`config.mk`:
```
export PLATFORM = sky130hd
export DESIGN_NAME = wav_header_parser
export DESIGN_NICKNAME = d
export VERILOG_FILES = /design/src/design/wavhp_pkg.sv /design/src/design/wavhp_front.sv /design/src/design/wavhp_queue.sv /design/src/design/wavhp_back.sv /design/src/design/wav_header_parser.sv
export SDC_FILE = /design/constraint.sdc
export NUM_CORES = 2
export LEC_CHECK = 0
export ABC_CLOCK_PERIOD_IN_PS = 12400
export BUFFER_PORTS_ARGS = -buffer_cell sky130_fd_sc_hd__buf_2
export CAP_MARGIN = 20
export CORE_MARGIN = 4
export CORE_UTILIZATION = 40
export DETAILED_ROUTE_END_ITERATION = 10
export PLACE_DENSITY = 0.53
export SYNTH_ARGS = -nofsm -noshare
export SYNTH_HDL_FRONTEND = slang
export SYNTH_SLANG_ARGS = --single-unit
```
`constraint.sdc`:
```
create_clock -name aclk -period 12.4 [get_ports aclk]
set_input_delay 1.86 -clock aclk [delete_from_list [all_inputs] [get_ports aclk]]
set_output_delay 1.86 -clock aclk [all_outputs]
set_load 0.05 [all_outputs]
```
`src/design/wavhp_pkg.sv`:
```
// ----------------------------------------------------------------------------
// wavhp_pkg
// Shared types and constants for the WAV header parser.
// ----------------------------------------------------------------------------
package wavhp_pkg;

    localparam int POS_BITS = 32;
    localparam logic [POS_BITS-1:0] POS_MAX = {POS_BITS{1'b1}};

    localparam logic [31:0] TAG_RIFF = 32'h5249_4646;
    localparam logic [31:0] TAG_WAVE = 32'h5741_5645;
    localparam logic [31:0] TAG_FMT  = 32'h666D_7420;
    localparam logic [31:0] TAG_DATA = 32'h6461_7461;

    localparam logic [32:0] FIRST_CHUNK = 33'd12;
    localparam logic [POS_BITS-1:0] MIN_FILE = POS_BITS'(44);
    localparam logic [4:0]  FMT_BYTES = 5'd16;

    localparam logic [2:0] ST_OK       = 3'd0;
    localparam logic [2:0] ST_SHORT    = 3'd1;
    localparam logic [2:0] ST_NOT_WAVE = 3'd2;
    localparam logic [2:0] ST_NO_CHUNK = 3'd3;
    localparam logic [2:0] ST_BAD_FMT  = 3'd4;
    localparam logic [2:0] ST_BAD_BITS = 3'd5;

    // one finished file, handed from the byte front end to the evaluator
    typedef struct packed {
        logic [POS_BITS-1:0] size;
        logic [1:0]          riff_wave;
        logic                fmt_seen;
        logic [POS_BITS-1:0] fmt_start;
        logic [127:0]        fmt_bytes;
        logic                data_found;
        logic [POS_BITS-1:0] body_start;
        logic [31:0]         body_len;
    } wavhp_job_t;

endpackage

```
`src/design/wavhp_front.sv`:
```
// ----------------------------------------------------------------------------
// wavhp_front
// Byte front end: tag checks, chunk walk and fmt body capture, one byte a cycle while the queue is not full.
// ----------------------------------------------------------------------------
module wavhp_front
    import wavhp_pkg::*;
(
    input  logic        aclk,
    input  logic        aresetn,
    input  logic        s_valid,
    output logic        s_ready,
    input  logic [7:0]  s_file_byte,
    input  logic        s_is_last,
    input  logic        q_full,
    output logic        q_push,
    output wavhp_job_t  q_job
);

    logic [POS_BITS-1:0] pos_reg, pos_next;
    logic [32:0]         nxt_reg, nxt_next;
    logic [63:0]         win_reg, win_next;
    logic [1:0]          rw_reg, rw_next;
    logic [POS_BITS-1:0] fstart_reg, fstart_next;
    logic                fseen_reg, fseen_next;
    logic                dfound_reg, dfound_next;
    logic [127:0]        ff_reg, ff_next;
    logic [POS_BITS-1:0] doff_reg, doff_next;
    logic [31:0]         dsize_reg, dsize_next;

    logic                take;
    logic                accept;
    logic [POS_BITS:0]   fdiff;
    logic                hdr;
    logic [31:0]         sz;
    logic [33:0]         nx;

    assign s_ready = !q_full;
    assign accept  = s_valid && s_ready;
    assign take    = (pos_reg != POS_MAX);

    always_comb begin
        pos_next    = pos_reg;
        nxt_next    = nxt_reg;
        win_next    = win_reg;
        rw_next     = rw_reg;
        fstart_next = fstart_reg;
        fseen_next  = fseen_reg;
        dfound_next = dfound_reg;
        ff_next     = ff_reg;
        doff_next   = doff_reg;
        dsize_next  = dsize_reg;
        fdiff       = {1'b0, pos_reg} - {1'b0, fstart_reg};
        win_next    = take ? {win_reg[55:0], s_file_byte} : win_reg;
        sz          = {win_next[7:0], win_next[15:8], win_next[23:16], win_next[31:24]};
        nx          = 34'(pos_reg) + 34'd1 + 34'(sz) + 34'(sz[0]);
        hdr         = !dfound_reg && (34'(pos_reg) == 34'(nxt_reg) + 34'd7);
        if (take) begin
            if (pos_reg == POS_BITS'(3) && win_next[31:0] == TAG_RIFF) begin
                rw_next[0] = 1'b1;
            end
            if (pos_reg == POS_BITS'(11) && win_next[31:0] == TAG_WAVE) begin
                rw_next[1] = 1'b1;
            end
            if (fseen_reg && fdiff[POS_BITS:4] == '0) begin
                ff_next[fdiff[3:0]*8 +: 8] = ff_reg[fdiff[3:0]*8 +: 8] | s_file_byte;
            end
            if (hdr) begin
                if (win_next[63:32] == TAG_FMT) begin
                    fstart_next = pos_reg + 1'b1;
                    fseen_next  = 1'b1;
                    ff_next     = '0;
                end else if (win_next[63:32] == TAG_DATA) begin
                    dfound_next = 1'b1;
                    doff_next   = pos_reg + 1'b1;
                    dsize_next  = sz;
                end
                nxt_next = nx[33] ? '1 : nx[32:0];
            end
            pos_next = pos_reg + 1'b1;
        end
    end

    always_comb begin
        q_push            = accept && s_is_last;
        q_job.size        = pos_next;
        q_job.riff_wave   = rw_next;
        q_job.fmt_seen    = fseen_next;
        q_job.fmt_start   = fstart_next;
        q_job.fmt_bytes   = ff_next;
        q_job.data_found  = dfound_next;
        q_job.body_start  = doff_next;
        q_job.body_len    = dsize_next;
    end

    always_ff @(posedge aclk) begin
        if (!aresetn || (accept && s_is_last)) begin
            pos_reg    <= '0;
            nxt_reg    <= FIRST_CHUNK;
            win_reg    <= '0;
            rw_reg     <= '0;
            fstart_reg <= '0;
            fseen_reg  <= 1'b0;
            dfound_reg <= 1'b0;
            ff_reg     <= '0;
            doff_reg   <= '0;
            dsize_reg  <= '0;
        end else if (accept) begin
            pos_reg    <= pos_next;
            nxt_reg    <= nxt_next;
            win_reg    <= win_next;
            rw_reg     <= rw_next;
            fstart_reg <= fstart_next;
            fseen_reg  <= fseen_next;
            dfound_reg <= dfound_next;
            ff_reg     <= ff_next;
            doff_reg   <= doff_next;
            dsize_reg  <= dsize_next;
        end
    end

endmodule

```
`src/design/wavhp_queue.sv`:
```
// ----------------------------------------------------------------------------
// wavhp_queue
// Two-entry queue of finished-file records between front end and evaluator.
// ----------------------------------------------------------------------------
module wavhp_queue
    import wavhp_pkg::*;
(
    input  logic        aclk,
    input  logic        aresetn,
    input  logic        push,
    input  wavhp_job_t  push_job,
    input  logic        pop,
    output wavhp_job_t  pop_job,
    output logic        full,
    output logic        empty
);

    wavhp_job_t  mem_reg [2];
    logic        wr_reg;
    logic        rd_reg;
    logic [1:0]  cnt_reg;

    assign full    = (cnt_reg == 2'd2);
    assign empty   = (cnt_reg == 2'd0);
    assign pop_job = mem_reg[rd_reg];

    always_ff @(posedge aclk) begin
        if (push && !full) begin
            mem_reg[wr_reg] <= push_job;
        end
    end

    always_ff @(posedge aclk) begin
        if (!aresetn) begin
            wr_reg  <= 1'b0;
            rd_reg  <= 1'b0;
            cnt_reg <= '0;
        end else begin
            if (push && !full) begin
                wr_reg <= !wr_reg;
            end
            if (pop && !empty) begin
                rd_reg <= !rd_reg;
            end
            cnt_reg <= cnt_reg + 2'((push && !full) ? 1 : 0) - 2'((pop && !empty) ? 1 : 0);
        end
    end

endmodule

```
`src/design/wavhp_back.sv`:
```
// ----------------------------------------------------------------------------
// wavhp_back
// Evaluator: status and format decode, serial loop-end division, result register.
// ----------------------------------------------------------------------------
module wavhp_back
    import wavhp_pkg::*;
(
    input  logic        aclk,
    input  logic        aresetn,
    input  logic        loop_on,
    input  logic        q_empty,
    output logic        q_pop,
    input  wavhp_job_t  q_job,
    output logic        m_valid,
    input  logic        m_ready,
    output logic [2:0]  m_status,
    output logic        m_stereo,
    output logic        m_wide_samples,
    output logic [30:0] m_sample_rate,
    output logic [31:0] m_data_start,
    output logic [30:0] m_data_length,
    output logic [30:0] m_loop_end_frame,
    output logic        m_loop_end_valid
);

    typedef enum logic [1:0] {S_IDLE, S_EVAL, S_DIV, S_HOLD} state_t;

    state_t      state_reg;
    wavhp_job_t  job_reg;
    logic [15:0] div_reg;
    logic [15:0] rem_reg;
    logic [30:0] quo_reg;
    logic [4:0]  cnt_reg;
    logic [2:0]  st_reg;
    logic        stereo_reg, wide_reg, lev_reg;
    logic [30:0] rate_reg, len_reg;
    logic [31:0] start_reg;

    logic [POS_BITS-1:0] fd;
    logic [4:0]  avail;
    logic [15:0] f_fmt, f_ch, f_align, f_bits;
    logic [31:0] f_rate;
    logic [2:0]  st;
    logic [16:0] shifted;
    logic [17:0] trial;

    assign q_pop = (state_reg == S_IDLE) && !q_empty;

    always_comb begin
        fd    = job_reg.size - job_reg.fmt_start;
        avail = '0;
        if (job_reg.fmt_seen && job_reg.size > job_reg.fmt_start) begin
            avail = (fd > POS_BITS'(FMT_BYTES)) ? FMT_BYTES : fd[4:0];
        end
        f_fmt   = (avail >= 5'd2)  ? job_reg.fmt_bytes[15:0]    : '0;
        f_ch    = (avail >= 5'd4)  ? job_reg.fmt_bytes[31:16]   : '0;
        f_rate  = (avail >= 5'd8)  ? job_reg.fmt_bytes[63:32]   : '0;
        f_align = (avail >= 5'd14) ? job_reg.fmt_bytes[111:96]  : '0;
        f_bits  = (avail >= 5'd16) ? job_reg.fmt_bytes[127:112] : '0;
        if (job_reg.size < MIN_FILE) begin
            st = ST_SHORT;
        end else if (job_reg.riff_wave != 2'b11) begin
            st = ST_NOT_WAVE;
        end else if (!job_reg.fmt_seen || !job_reg.data_found
                     || job_reg.body_len == '0 || job_reg.body_len[31]) begin
            st = ST_NO_CHUNK;
        end else if (f_fmt != 16'd1 || f_ch < 16'd1 || f_ch > 16'd2
                     || f_rate == '0 || f_rate[31]) begin
            st = ST_BAD_FMT;
        end else if (f_bits != 16'd8 && f_bits != 16'd16) begin
            st = ST_BAD_BITS;
        end else begin
            st = ST_OK;
        end
        shifted = {rem_reg, quo_reg[30]};
        trial   = {1'b0, shifted} - {2'b0, div_reg};
    end

    always_ff @(posedge aclk) begin
        if (!aresetn) begin
            state_reg <= S_IDLE;
        end else begin
            case (state_reg)
                S_IDLE: begin
                    if (!q_empty) begin
                        job_reg   <= q_job;
                        state_reg <= S_EVAL;
                    end
                end
                S_EVAL: begin
                    st_reg     <= st;
                    stereo_reg <= 1'b0;
                    wide_reg   <= 1'b0;
                    rate_reg   <= '0;
                    start_reg  <= '0;
                    len_reg    <= '0;
                    quo_reg    <= '0;
                    lev_reg    <= 1'b0;
                    state_reg  <= S_HOLD;
                    if (st == ST_OK) begin
                        stereo_reg <= (f_ch == 16'd2);
                        wide_reg   <= (f_bits == 16'd16);
                        rate_reg   <= f_rate[30:0];
                        start_reg  <= 32'(job_reg.body_start);
                        len_reg    <= job_reg.body_len[30:0];
                        if (loop_on && f_align != '0) begin
                            lev_reg   <= 1'b1;
                            div_reg   <= f_align;
                            rem_reg   <= '0;
                            quo_reg   <= job_reg.body_len[30:0];
                            cnt_reg   <= 5'd30;
                            state_reg <= S_DIV;
                        end
                    end
                end
                S_DIV: begin
                    if (!trial[17]) begin
                        rem_reg <= trial[15:0];
                    end else begin
                        rem_reg <= shifted[15:0];
                    end
                    quo_reg <= {quo_reg[29:0], !trial[17]};
                    cnt_reg <= cnt_reg - 5'd1;
                    if (cnt_reg == '0) begin
                        state_reg <= S_HOLD;
                    end
                end
                S_HOLD: begin
                    if (m_ready) begin
                        state_reg <= S_IDLE;
                    end
                end
                default: state_reg <= S_IDLE;
            endcase
        end
    end

    assign m_valid          = (state_reg == S_HOLD);
    assign m_status         = st_reg;
    assign m_stereo         = stereo_reg;
    assign m_wide_samples   = wide_reg;
    assign m_sample_rate    = rate_reg;
    assign m_data_start     = start_reg;
    assign m_data_length    = len_reg;
    assign m_loop_end_frame = quo_reg;
    assign m_loop_end_valid = lev_reg;

endmodule

```
`src/design/wav_header_parser.sv`:
```
// ----------------------------------------------------------------------------
// wav_header_parser
// RIFF/WAVE PCM header parser: one file byte per request, one result per file.
// ----------------------------------------------------------------------------
//  channel   ports                                 direction
//  s_        s_file_byte, s_is_last                in, one file byte
//  m_        m_status .. m_loop_end_valid          out, one per file
//  cfg_      cfg_loop_on                           in, loop enable register
//
//  Bytes are taken one per cycle while the two-entry file queue has room.
//  Per file result: dequeue, evaluate, then the bit-serial loop-end divider when
//  looping applies; the result is then held until m_ready.
//  Reset is synchronous, active low; loop_on resets to 1.
//  The byte side stalls only when two finished files wait in the queue.
// ----------------------------------------------------------------------------
module wav_header_parser
    import wavhp_pkg::*;
(
    input  logic        aclk,
    input  logic        aresetn,
    input  logic        s_valid,
    output logic        s_ready,
    input  logic [7:0]  s_file_byte,
    input  logic        s_is_last,
    output logic        m_valid,
    input  logic        m_ready,
    output logic [2:0]  m_status,
    output logic        m_stereo,
    output logic        m_wide_samples,
    output logic [30:0] m_sample_rate,
    output logic [31:0] m_data_start,
    output logic [30:0] m_data_length,
    output logic [30:0] m_loop_end_frame,
    output logic        m_loop_end_valid,
    input  logic        cfg_valid,
    output logic        cfg_ready,
    input  logic        cfg_loop_on
);

    logic        loop_on_reg;
    logic        q_full, q_empty, q_push, q_pop;
    wavhp_job_t  push_job, pop_job;

    assign cfg_ready = 1'b1;

    always_ff @(posedge aclk) begin
        if (!aresetn) begin
            loop_on_reg <= 1'b1;
        end else if (cfg_valid) begin
            loop_on_reg <= cfg_loop_on;
        end
    end

    wavhp_front u_front (
        .aclk        (aclk),
        .aresetn     (aresetn),
        .s_valid     (s_valid),
        .s_ready     (s_ready),
        .s_file_byte (s_file_byte),
        .s_is_last   (s_is_last),
        .q_full      (q_full),
        .q_push      (q_push),
        .q_job       (push_job)
    );

    wavhp_queue u_queue (
        .aclk     (aclk),
        .aresetn  (aresetn),
        .push     (q_push),
        .push_job (push_job),
        .pop      (q_pop),
        .pop_job  (pop_job),
        .full     (q_full),
        .empty    (q_empty)
    );

    wavhp_back u_back (
        .aclk             (aclk),
        .aresetn          (aresetn),
        .loop_on          (loop_on_reg),
        .q_empty          (q_empty),
        .q_pop            (q_pop),
        .q_job            (pop_job),
        .m_valid          (m_valid),
        .m_ready          (m_ready),
        .m_status         (m_status),
        .m_stereo         (m_stereo),
        .m_wide_samples   (m_wide_samples),
        .m_sample_rate    (m_sample_rate),
        .m_data_start     (m_data_start),
        .m_data_length    (m_data_length),
        .m_loop_end_frame (m_loop_end_frame),
        .m_loop_end_valid (m_loop_end_valid)
    );

    a_status_range: assert property (@(posedge aclk) disable iff (!aresetn)
        m_valid |-> (m_status <= ST_BAD_BITS))
        else $error("status code out of range");

    a_error_zero: assert property (@(posedge aclk) disable iff (!aresetn)
        (m_valid && m_status != ST_OK) |-> (m_sample_rate == '0 && m_data_start == '0
            && m_data_length == '0 && !m_loop_end_valid && !m_stereo && !m_wide_samples))
        else $error("error result carries format fields");

    a_no_loop_zero: assert property (@(posedge aclk) disable iff (!aresetn)
        (m_valid && !m_loop_end_valid) |-> (m_loop_end_frame == '0))
        else $error("loop end set without valid");

    a_ok_fields: assert property (@(posedge aclk) disable iff (!aresetn)
        (m_valid && m_status == ST_OK) |-> (m_sample_rate != '0 && m_data_length != '0))
        else $error("ok result with empty rate or length");

endmodule

```
==> metrics.md <==
| Metric | Value |
|---|---|
| Status | completed |
| EDFF count, synth | 852 |
| Gate power share | 0.218 |
| Total Routing Usage GR | 0.2197 |
| Critical-path maximum fanout | 36 |
| Clock tree buffer depth | 3 |
| Power share of the clock group | 0.344 |
| Max Clk Rate | 154.9 MHz |
| Main synth FF type | edfxtp_1 |
| Maximum vdd drop | 0.0001978 V |
| Hold slack | 0.4489 ns |
| Hold Path Stages | 2 |
| Yosys cell types | 101 |
| Post-Route WL | 164.9 mm |
| Number of global-route vias before repair | 36,937 |
| Die span in y | 384.0 microns |
| Syn nets | 5,051 |
| IO Count | 149 |
| Setup TNS | 0 ns |
| Final clock skew | 0.04056 ns |
| Hold buffers post-CTS | 0 |
| Routed len/inst | 23.58 microns |
| Tightest Pin Transition | 1.192 ns |
| Max reg flops | 456 |
| Fin area | 63,780 sq um |
| Synth Area in Compound Gates | 0.1207 |
| Worst Path Buf+Inv | 1 |
| Switching share of power | 0.3107 |
| Synth Register Bits | 1,216 |
| H-tree depth | 4 |
| IO Port Bufs | 147 |
| Global route overflow | 0 |
| Instance count on the critical path | 19 |
| Finished Core Util | 0.4554 |
| P_leak | 22.91 nW |
| Fillcell total | 12,880 |
| Slowest cell delay on critical path | 0.64 ns |
| DR DRC count | 0 |
| Min-Delay Path Class | flop to flop |
| Largest family of logic cells by synthesized area | simple AND/OR/NAND/NOR gates |
| Worst skew pair latency | 0.78 ns |
| Post-synthesis xor/xnor area fraction | 0.02540 |
| Post-DP Area | 59,390 sq um |
| Average size of a mapped cell | 11.53 sq um |
| Pre-CTS setup slack | 5.896 ns |
| Routability congestion estimate | 0.9341 |
| First drt pass iteration count | 5 |
| Async set or reset register ratio after synthesis | 0 |
| Inserted Clock Buffers | 136 |
| Die X | 384.0 microns |
| CP delay by family, top | compound AO/OA/AOI/OAI gates |
| R2r worst-path depth | 19 |
| TritonCTS clock tree | yes |
| Core area | 140,000 sq um |
| Slew Viols, Final | 0 |
| Root buf cell | clkbuf_16 |
| Clk sink count | 1,216 |
| First-pass GRT wire length | 244.1 mm |
| Share of cells above drive strength 1 | 0.1601 |
| Crit end category | flop |
| Critical path type | flop to flop |
| Flop pwr share | 0.439 |
| Yosys Warn Count | 0 |
| Sequential element share of the synthesized area | 0.5812 |
| Worst path required time | 13.01 ns |
| Initial antenna violation count | 12 |
| Max-cap violations | 0 |
| Worst setup SP type | flop |
| Worst-path clk slew | 0.06 ns |
| WP data arrival | 7.07 ns |
| Synth Instances | 4,905 |
| Post-CTS resize count | 0 |
| Area grow syn2layout | 12.77% |
| P_sw | 3.552 mW |
| Non-Filler Instances | 6,994 |
| Most frequent cell on the critical path | o21ai_0 |
| Pin count of the biggest net entering global routing | 130 |
| First DRT Iteration DRCs | 3,729 |
| Cell Area, Synth | 56,560 sq um |
| Power density over cell area | 179.3 nW/um^2 |
| # Post-CTS Setup Buffers | 0 |
| Post-layout minimum cycle time | 6.455 ns |
| Standard-cell rows | 137 |
| Vias | 39,192 |
| Drt via density | 5.604 |
| Post-placement cell count | 6,738 |
| Synth Area in Simple Gates | 0.1322 |
| Final Cycle Share | 0.5205 |
| CP max-delay cell | nand3_4 |
| Post-route ant nets | 0 |
| Worst slew margin | 0.1994 |
| Initial Util | 0.4039 |
| Final Hold Fails | 0 |
| # setup viols final | 0 |
| Final HPWL DP | 117.1 mm |
| Worst path cell trace | ha_1, nand4_1, nor3_2, nand3_4, mux2i_1, inv_1, ha_1, nor2_1, fa_1, nor2b_1, o31a_1, o31a_1, o21ai_0, a21oi_1, a21oi_1, o21ai_0, a2111oi_0, or4b_1, o21ai_0 |
| Internal power | 7.882 mW |
| Final net count | 5,148 |
| Setup WS post-layout | 5.945 ns |
| Die area | 147,500 sq um |
| Post-synthesis mux area share | 0.07663 |
| Area share of fa/ha/maj cells after synthesis | 0.02951 |
| Pwr Total | 11.43 mW |
| Unrepaired setup endpoints after global routing | no |
-- synthesized netlist by cell type (33+ instances only) --
cell | number | area share
ha_1 | 127 | 0.028
a21o_1 | 48 | 0.0064
nor3_1 | 102 | 0.0090
dfxtp_1 | 364 | 0.13
xor2_1 | 76 | 0.012
nor4_1 | 77 | 0.0085
clkbuf_1 | 223 | 0.015
nand4_1 | 69 | 0.0076
inv_1 | 228 | 0.015
mux2i_1 | 55 | 0.0097
o2bb2ai_1 | 125 | 0.019
mux4_2 | 40 | 0.016
a22o_1 | 62 | 0.0096
edfxtp_1 | 852 | 0.45
a21oi_1 | 278 | 0.025
or3_1 | 37 | 0.0041
nand2_1 | 602 | 0.040
nor2_1 | 244 | 0.016
a211oi_1 | 35 | 0.0046
and2_1 | 110 | 0.012
o31ai_1 | 33 | 0.0044
xnor2_1 | 88 | 0.014
a31oi_1 | 36 | 0.0040
o21ai_0 | 185 | 0.016
and3_1 | 35 | 0.0039
mux2_2 | 256 | 0.051
nand3_1 | 81 | 0.0072
nor2b_1 | 39 | 0.0043
-- placed cells by master (no fill, tap or decap), types with 55 or more instances in the layout --
cell type / instances
nand4_1: 69
nand3_1: 80
nand2_1: 599
edfxtp_1: 852
and2_1: 107
xnor2_1: 83
a21oi_1: 278
nor3_1: 101
dfxtp_1: 363
o2bb2ai_1: 125
o21ai_0: 185
a22o_1: 62
mux2i_1: 55
buf_4: 83
nor4_1: 75
inv_1: 228
buf_2: 147
clkbuf_16: 139
ha_1: 125
xor2_1: 73
mux2_2: 256
nor2_1: 242
-- worst reg2reg max path: stages (launching register included) --
cell and delay [ns]:
dfxtp_1 0.58, ha_1 0.39, nand4_1 0.18, nor3_2 0.54, nand3_4 0.64, mux2i_1 0.56
inv_1 0.14, ha_1 0.23, nor2_1 0.19, fa_1 0.25, nor2b_1 0.07, o31a_1 0.27
o31a_1 0.26, o21ai_0 0.36, a21oi_1 0.20, a21oi_1 0.41, o21ai_0 0.27, a2111oi_0 0.48
or4b_1 0.19, o21ai_0 0.08
-- routing by layer --
layer / vias to the layer above / track usage / part of all wire / wire length [microns]
met3: 215 / 0.04084 / 0.073 / 11960
li1: 18327 / - / - / -
met2: 1304 / 0.3231 / 0.43 / 71090
met5: - / 0 / 0.000079 / 13
met1: 19344 / 0.3322 / 0.47 / 78240
met4: 2 / 0.05688 / 0.022 / 3607
-- power groups by stage --
| stage | sequential [mW] | clock [mW] | combinational [mW] |
|---|---|---|---|
| final | 5.01 | 3.93 | 2.49 |
| after global routing | 5.05 | 4.21 | 2.69 |
| after CTS | 5.02 | 4.02 | 2.51 |
| after detailed placement | 5.10 | 0 | 2.49 |
| after global placement | 5.10 | 0 | 2.50 |
| after floorplan | 5.37 | 0 | 1.54 |
-- area by class of cell --
| cell class | instances | area, sq um | share of cell area |
|---|---|---|---|
| Antenna cell | 4 | 10.01 | 0.0001569 |
| Clock buffer | 193 | 3785 | 0.05934 |
| Clock inverter | 57 | 576.8 | 0.009044 |
| Inverter | 231 | 867.1 | 0.01359 |
| Multi-Input combinational cell | 3184 | 21910 | 0.3435 |
| Sequential cell | 1216 | 32880 | 0.5154 |
| Tap cell | 1876 | 2347 | 0.03680 |
| Timing Repair Buffer | 233 | 1410 | 0.02211 |
-- final timing paths --
check | startpoint | to | slack [ns]
worst max-delay path | u_front.pos_reg[0] | u_front.nxt_reg[32] | 5.95
worst min-delay path | u_front.win_reg[58] | u_front.win_reg[58] | 0.45
worst max register to register | u_front.pos_reg[0] | u_front.nxt_reg[32] | 5.95
worst min register to register | u_front.win_reg[58] | u_front.win_reg[58] | 0.45
-- cells by family (layout without fill, tap and decap cells) --
| group | count (synthesis) | in the layout |
|---|---|---|
| compound gates | 1011 | 1011 |
| xor+xnor | 164 | 164 |
| flops | 1216 | 1216 |
| simple gates | 1526 | 1526 |
| fa+ha+maj | 131 | 131 |
| buf+inv | 505 | 714 |
| other cells | 1 | 5 |
| mux | 351 | 351 |
(Power assumes the default switching activity.)
